File: config.mk
export PLATFORM = sky130hd
export DESIGN_NAME = utf8_stream_decoder_top
export DESIGN_NICKNAME = d
export VERILOG_FILES = /design/src/hdl/utf8sd_pkg.sv /design/src/hdl/utf8_stream_decoder_top.sv /design/src/hdl/utf8sd_step.sv
export VERILOG_INCLUDE_DIRS = /design/src /design/src/hdl
export SDC_FILE = /design/constraint.sdc
export NUM_CORES = 1
export LEC_CHECK = 0
export ABC_CLOCK_PERIOD_IN_PS = 5100
export BUFFER_PORTS_ARGS = -buffer_cell sky130_fd_sc_hd__buf_2
export CAP_MARGIN = 0
export CORE_MARGIN = 2
export CORE_UTILIZATION = 35
export DETAILED_ROUTE_END_ITERATION = 16
export GPL_ROUTABILITY_DRIVEN = 0
export HOLD_SLACK_MARGIN = 0.03
export SYNTH_ARGS = -nofsm -noshare
export SYNTH_HDL_FRONTEND = slang
export SYNTH_HIERARCHICAL = 1
export SYNTH_SLANG_ARGS = --single-unit
File: constraint.sdc
create_clock -name clk -period 5.1 [get_ports clk]
set_input_delay 0.255 -clock clk [delete_from_list [all_inputs] [get_ports clk]]
set_output_delay 0.255 -clock clk [all_outputs]
set_load 0.01 [all_outputs]
File: src/hdl/utf8_stream_decoder_top_macros.svh
// ----------------------------------------------------------------------------
// utf8_stream_decoder_top_macros.svh
// Assertion macros for the UTF-8 stream decoder. Each macro samples on the
// rising edge of clk and is disabled while rst_n is low.
// ----------------------------------------------------------------------------
`ifndef UTF8_STREAM_DECODER_TOP_MACROS_SVH
`define UTF8_STREAM_DECODER_TOP_MACROS_SVH

`ifndef NO_ASSERTIONS

// Condition holds at every edge out of reset
`define UTF8SD_ASSERT_ALWAYS(lbl, expr) \
  lbl: assert property (@(posedge clk) disable iff (!rst_n) (expr)) \
    else $error("utf8sd: invariant violated");

// Antecedent at one edge implies consequent at the next edge
`define UTF8SD_ASSERT_NEXT(lbl, ante, cons) \
  lbl: assert property (@(posedge clk) disable iff (!rst_n) (ante) |=> (cons)) \
    else $error("utf8sd: next-cycle check failed");

`else

`define UTF8SD_ASSERT_ALWAYS(lbl, expr)
`define UTF8SD_ASSERT_NEXT(lbl, ante, cons)

`endif

`endif

File: src/hdl/utf8sd_pkg.sv
// ----------------------------------------------------------------------------
// utf8sd_pkg
// Shared widths, constants and types of the UTF-8 stream decoder.
// ----------------------------------------------------------------------------
package utf8sd_pkg;

  localparam int unsigned BYTE_W       = 8;
  localparam int unsigned CP_W         = 21;
  localparam int unsigned PEND_W       = 2;
  localparam int unsigned PAYLOAD_BITS = 6;

  // Code point sent on any decoding error until reconfigured (U+FFFD)
  localparam logic [CP_W-1:0] ERR_VALUE_RST = CP_W'(65533);

  // Sequence state carried from byte to byte
  typedef struct packed {
    logic [CP_W-1:0]   partial;
    logic [PEND_W-1:0] pending;
  } seq_state_t;

  // One result beat
  typedef struct packed {
    logic [CP_W-1:0] code_point;
    logic            error;
    logic            final_result;
  } result_t;

  // Step outcome: next state plus an optional result
  typedef struct packed {
    seq_state_t nxt;
    logic       res_valid;
    result_t    res;
  } step_t;

endpackage

File: src/hdl/utf8_stream_decoder_top.sv
// ----------------------------------------------------------------------------
// utf8_stream_decoder_top
// UTF-8 byte stream to code point decoder with error reporting.
//
//   channel  | dir | handshake             | payload
//   ---------+-----+-----------------------+----------------------------------
//   in_      | in  | in_valid / in_ready   | data_byte, end_of_stream
//   out_     | out | out_valid / out_ready | code_point, error, final_result
//   cfg_     | in  | cfg_we (no wait)      | cfg_wdata = error value
//
// One byte per cycle while in_ready is high. A byte's decode runs from the
// state registers into the output stage; with the output register free, a
// result shows in the cycle after its byte is taken. A two-entry output stage
// (register plus skid) lets a byte be taken while a result waits; in_ready
// drops only when both hold a beat. Reset (synchronous, rst_n low) clears the
// sequence state, empties the output stage and restores the error value.
// ----------------------------------------------------------------------------
`include "utf8_stream_decoder_top_macros.svh"

module utf8_stream_decoder_top (
  input  logic                          clk,
  input  logic                          rst_n,
  // byte input
  input  logic                          in_valid,
  output logic                          in_ready,
  input  logic [utf8sd_pkg::BYTE_W-1:0] in_data_byte,
  input  logic                          in_end_of_stream,
  // code point output
  output logic                          out_valid,
  input  logic                          out_ready,
  output logic [utf8sd_pkg::CP_W-1:0]   out_code_point,
  output logic                          out_error,
  output logic                          out_final_result,
  // configuration
  input  logic                          cfg_we,
  input  logic [utf8sd_pkg::CP_W-1:0]   cfg_wdata
);
  import utf8sd_pkg::*;

  logic [CP_W-1:0] err_value_r;
  seq_state_t      state_r;
  step_t           step;
  result_t         out_r, skid_r;
  logic            out_valid_r, skid_valid_r;
  logic            in_fire, pop, push;

  assign in_ready = !skid_valid_r;
  assign in_fire  = in_valid && in_ready;
  assign pop      = out_valid_r && out_ready;
  assign push     = in_fire && step.res_valid;

  // Error value register
  always_ff @(posedge clk) begin
    if (!rst_n) begin
      err_value_r <= ERR_VALUE_RST;
    end else if (cfg_we) begin
      err_value_r <= cfg_wdata;
    end
  end

  // Per-byte decode
  utf8sd_step u_step (
    .cur           (state_r),
    .data_byte     (in_data_byte),
    .end_of_stream (in_end_of_stream),
    .err_value     (err_value_r),
    .step          (step)
  );

  // Sequence state
  always_ff @(posedge clk) begin
    if (!rst_n) begin
      state_r <= '0;
    end else if (in_fire) begin
      state_r <= step.nxt;
    end
  end

  // Output stage valid bits
  always_ff @(posedge clk) begin
    if (!rst_n) begin
      out_valid_r  <= 1'b0;
      skid_valid_r <= 1'b0;
    end else if (skid_valid_r) begin
      if (pop) begin
        skid_valid_r <= 1'b0;
      end
    end else if (push) begin
      if (!out_valid_r || pop) begin
        out_valid_r <= 1'b1;
      end else begin
        skid_valid_r <= 1'b1;
      end
    end else if (pop) begin
      out_valid_r <= 1'b0;
    end
  end

  // Output stage payload
  always_ff @(posedge clk) begin
    if (skid_valid_r) begin
      if (pop) begin
        out_r <= skid_r;
      end
    end else if (push) begin
      if (!out_valid_r || pop) begin
        out_r <= step.res;
      end else begin
        skid_r <= step.res;
      end
    end
  end

  assign out_valid        = out_valid_r;
  assign out_code_point   = out_r.code_point;
  assign out_error        = out_r.error;
  assign out_final_result = out_r.final_result;

  // Checks
  `UTF8SD_ASSERT_ALWAYS(a_skid_behind_out, !skid_valid_r || out_valid_r)
  `UTF8SD_ASSERT_NEXT(a_eos_clears_state, in_fire && in_end_of_stream, state_r.pending == '0)
  `UTF8SD_ASSERT_NEXT(a_eos_gives_result, in_fire && in_end_of_stream, out_valid_r)

endmodule

File: src/hdl/utf8sd_step.sv
// ----------------------------------------------------------------------------
// utf8sd_step
// Per-byte decode: classifies the byte against the sequence state and gives
// the next state and an optional result. Pure combinational logic.
// ----------------------------------------------------------------------------
module utf8sd_step (
  input  utf8sd_pkg::seq_state_t           cur,
  input  logic [utf8sd_pkg::BYTE_W-1:0]    data_byte,
  input  logic                             end_of_stream,
  input  logic [utf8sd_pkg::CP_W-1:0]      err_value,
  output utf8sd_pkg::step_t                step
);
  import utf8sd_pkg::*;

  logic [CP_W-1:0] shifted;

  // Append six payload bits of a continuation byte
  assign shifted = {cur.partial[CP_W-PAYLOAD_BITS-1:0], data_byte[PAYLOAD_BITS-1:0]};

  always_comb begin
    step                  = '0;
    step.nxt              = cur;
    step.res.final_result = end_of_stream;

    if (cur.pending == '0) begin
      // Lead byte
      case (data_byte) inside
        8'b0???_????: begin
          step.res_valid      = 1'b1;
          step.res.code_point = CP_W'(data_byte);
          step.nxt            = '0;
        end
        8'b110?_????: begin
          step.nxt.partial = CP_W'(data_byte[4:0]);
          step.nxt.pending = PEND_W'(1);
        end
        8'b1110_????: begin
          step.nxt.partial = CP_W'(data_byte[3:0]);
          step.nxt.pending = PEND_W'(2);
        end
        8'b1111_0???: begin
          step.nxt.partial = CP_W'(data_byte[2:0]);
          step.nxt.pending = PEND_W'(3);
        end
        default: begin
          // stray continuation or 11111xxx
          step.res_valid      = 1'b1;
          step.res.error      = 1'b1;
          step.res.code_point = err_value;
          step.nxt            = '0;
        end
      endcase
    end else if (data_byte[7:6] != 2'b10) begin
      // Bad continuation: byte swallowed, sequence dropped
      step.res_valid      = 1'b1;
      step.res.error      = 1'b1;
      step.res.code_point = err_value;
      step.nxt            = '0;
    end else if (cur.pending == PEND_W'(1)) begin
      // Last continuation completes the code point
      step.res_valid      = 1'b1;
      step.res.code_point = shifted;
      step.nxt            = '0;
    end else begin
      step.nxt.partial = shifted;
      step.nxt.pending = cur.pending - PEND_W'(1);
    end

    // Stream ends mid-sequence: truncation error
    if (!step.res_valid && end_of_stream) begin
      step.res_valid      = 1'b1;
      step.res.error      = 1'b1;
      step.res.code_point = err_value;
      step.nxt            = '0;
    end
  end

endmodule
Yosys cells after proc, flatten, opt, wreduce, memory -nomap -nowiden --
Cells that the tools add are included. Widths: inputs -> output; s select.
Storage, ports and cells: input port bits 35, bits in writable memories 0, memories kept 0, bits in read-only memories 0, flip-flop bits (word level) 86, bits in latches 0, word-level logic and storage cells 65
Operators by class: order comparisons 0, divide/modulo/power cells 0, shift operators 0, muxes and demuxes 29, equality and inequality tests 7, reduce and logical (&&, ||, !) cells 15, add/subtract/negate cells 1, multipliers 0, bitwise operators 2
Operator list (number):
- $mux 22 | 5
- $mux 23 | 4
- $mux 40 | 2
- $mux 17 | 3
- $mux 39 | 1
- $mux 1 | 12
- $reduce_and 3->1 | 3
- $mux 6 | 1
- $reduce_bool 2->1 | 3
- $eq 5x5->1 const B | 1
- $mux 5 | 1
- $eq 4x4->1 const B | 1
- $logic_and 1x1->1 | 4
- $ne 2x1->1 const B | 2
- $eq 3x3->1 const B | 1
- $logic_not 1->1 | 3
- $eq 2x1->1 const B | 1
- $logic_not 2->1 | 1
- $ne 2x2->1 const B | 1
- $not 1->1 | 2
- $sub 2x1->2 const B | 1
- $logic_or 1x1->1 | 1

Logic depth before layout (Yosys ltp) --
depth after elaboration 12, depth in mapped cells 8

By module --
The synthesis kept the hierarchy.
Modules (own cells, without submodules):
- utf8_stream_decoder_top | cells an instance 255, instances 1, area an instance 3478.3 µm²
- utf8sd_step | cells an instance 88, instances 1, area an instance 688.2 µm²

Worst setup path after synthesis --
OpenSTA, ideal clock, no wires.
kind reg-to-reg, start register state_r[0] (netlist bit), end register skid_r[0] (netlist bit), enable pin, setup time 0.437 ns, cell stages (with the launch flop) 9, buffers on the path 1, setup slack 1.585 ns, data required time 4.663 ns, data arrival time 3.078 ns, path through dfxtp_1 > inv_1 > ha_1 > buf_4 > nor3_1 > a31oi_1 > or2_1 > nand3_1 > nor3b_1
RTL lines:
- start: declaration | RTL line utf8_stream_decoder_top.sv:41 | seq_state_t state_r;
- start signal: assignment | RTL line utf8_stream_decoder_top.sv:75 | state_r <= step.nxt;
- end signal: assignment | RTL line utf8_stream_decoder_top.sv:109 | skid_r <= step.res;
- end: declaration | RTL line utf8_stream_decoder_top.sv:43 | result_t out_r, skid_r;

==> qor.txt <==
Share of cells above drive strength 1 -> 34.6%
Final setup violation count -> 0
Drt drc -> 0
Synth Net Count -> 350
Final non-filler cell total -> 507
Seq pwr share -> 51.2%
Unrepaired setup endpoints after global routing -> no
CP required -> 5160 ps
Die Y -> 110 µm
Internal power -> 1.19 mW
ANT nets after route -> 0
Mapped Cells -> 313
Period utilisation layout -> 59.5%
Final Skew -> 9.92 ps
Vias per cell -> 4.88
Max-cap check violation count -> 0
Hold_ws -> 103 ps
Clock power frac -> 37.1%
Largest net degree at the start of global routing -> 41
Clock tree from TritonCTS -> done
NumNets Final -> 399
Core Rows -> 38
Cell Pwr Density -> 346 nW/µm²
Clock latency on the worst-skew pair -> 370 ps
Avg WL per Cell -> 15.4 µm
Ports -> 60
Sink Count -> 86
GRT Overall Usage -> 14.0%
Iter 0 DRT Violations -> 112
Sw Ratio -> 23.2%
First-pass GRT wire length -> 12600 µm
Top Family by Delay on Critical Path -> simple AND/OR/NAND/NOR gates
CP max-delay cell -> nor3b_2
TritonCTS Buffers -> 9
Syn_area_per_cell -> 12.5 µm²
Critical path class -> flop to flop
Hold Vio Cnt, Final -> 0
Final HPWL DP -> 5400 µm
Max stage delay on crit path -> 750 ps
Clock slew at reported path FFs -> 90 ps
Net switching power -> 359 µW
CTS Buffer Depth -> 2
Core Area -> 10800 µm²
Crit-path max FO -> 13
Initial Util -> 36.0%
Yosys warnings -> 6
Worst path bufs/invs -> 2
Initial antenna violation count -> 0
Die area -> 12000 µm²
Status -> completed
Vias in the first global route -> 2495
Grt total ovfl -> 0
CP cell instances -> inv_1 > ha_1 > nor3_1 > a31oi_1 > or2_1 > nand3_1 > nor3b_2 > buf_4
Inst Count DP -> 491
Commonest non-fill, non-tap cell in the layout -> buf_2
Worst-Margin Slew -> 1100 ps
CP endpoint kind -> flop
Pins Over Slew Limit -> 0
Worst IR Drop VDD -> 0.000133 V
Total power -> 1.55 mW
Hold WC Path Type -> input port to flop
Fin crit period -> 3030 ps
I/O Buffers -> 59
H-tree depth -> 3
Cell area after synthesis -> 3900 µm²
Setup_tns -> 0 ps
Area grow syn2layout -> 14.6%
Logic gate share of total power -> 11.8%
Maximum clock frequency -> 0.330 GHz
Worst path arrival time -> 3100 ps
Most frequent cells in the layout -> buf_2, nand2_1, edfxtp_1
Hold buffer count at CTS -> 0
Lkg Pwr -> 1.69 nW
TritonRoute pass-1 iters -> 4
N_diodes -> 0
Total Wirelength -> 7790 µm
Die W -> 110 µm
Clock root buffer -> clkbuf_8
Post-CTS setup buffer count -> 0
Startpoint Class -> flop
Cts repair resizes -> 0
Max_slew headroom -> 26.7%
Vias post-DR -> 2473
layout make-up:
class | instances | area [µm²]
fillers | 1042 | 6370
multi-input cells | 195 | 1520
clock inverters | 5 | 106
well taps | 140 | 175
inverters | 7 | 26.3
repair buffers | 63 | 325
flip-flops and latches | 86 | 2180
clock buffers | 11 | 131
per-layer routing:
metal	track usage, %	part of all wire [%]	up-vias
met1	17.3	45	1191
li1	-	-	1218
met2	22.8	48	53
met4	5.70	1.7	0
met3	4.09	5.3	11
met5	0	0	-
final timing paths:
kind                            start                      endpoint  slack [ps]  depth (start not counted)
max reg2reg   state_r[1]$_SDFFE_PN0P_          skid_r[12]$_DFFE_PP_        2070                          8
max           state_r[1]$_SDFFE_PN0P_          skid_r[12]$_DFFE_PP_        2070                          8
min reg2reg  state_r[16]$_SDFFE_PN0P_      state_r[16]$_SDFFE_PN0P_         470                          2
min                     cfg_wdata[12]  err_value_r[12]$_SDFFE_PN1P_         100                          3
worst min-delay path, delay by kind of cell:
| kind | cells | cell delay [ps] |
|---|---|---|
| buffers and inverters | 1 | 80 |
| and+or+nand+nor | 1 | 60 |
| muxes | 1 | 50 |
sequential cells by signal, summed over array words and instances (netlist names):
register and cells:
skid_r 23, err_value_r 21, out_code_point 21, state_r 17, out_error 1, out_final_result 1, out_valid 1, skid_valid_r 1
power groups by stage:
stage / combinational (mW) / sequential (mW) / clock (mW)
3_3_place_gp: 0.179 / 0.808 / 0
2_1_floorplan: 0.122 / 0.815 / 0
5_1_grt: 0.200 / 0.796 / 0.611
4_1_cts: 0.185 / 0.792 / 0.584
3_5_place_dp: 0.184 / 0.808 / 0
6_report: 0.182 / 0.791 / 0.573
through the flow:
stage          cell area, µm²  util (%)  setup WS (ps)
2_1_floorplan            3900         -           1580
3_3_place_gp             4230      39.0           2180
3_5_place_dp             4230      39.0           2050
4_1_cts                  4470      41.2           2020
5_1_grt                  4470      41.2           1710
6_report                 4470      41.2           2070
(Power assumes the default switching activity.)
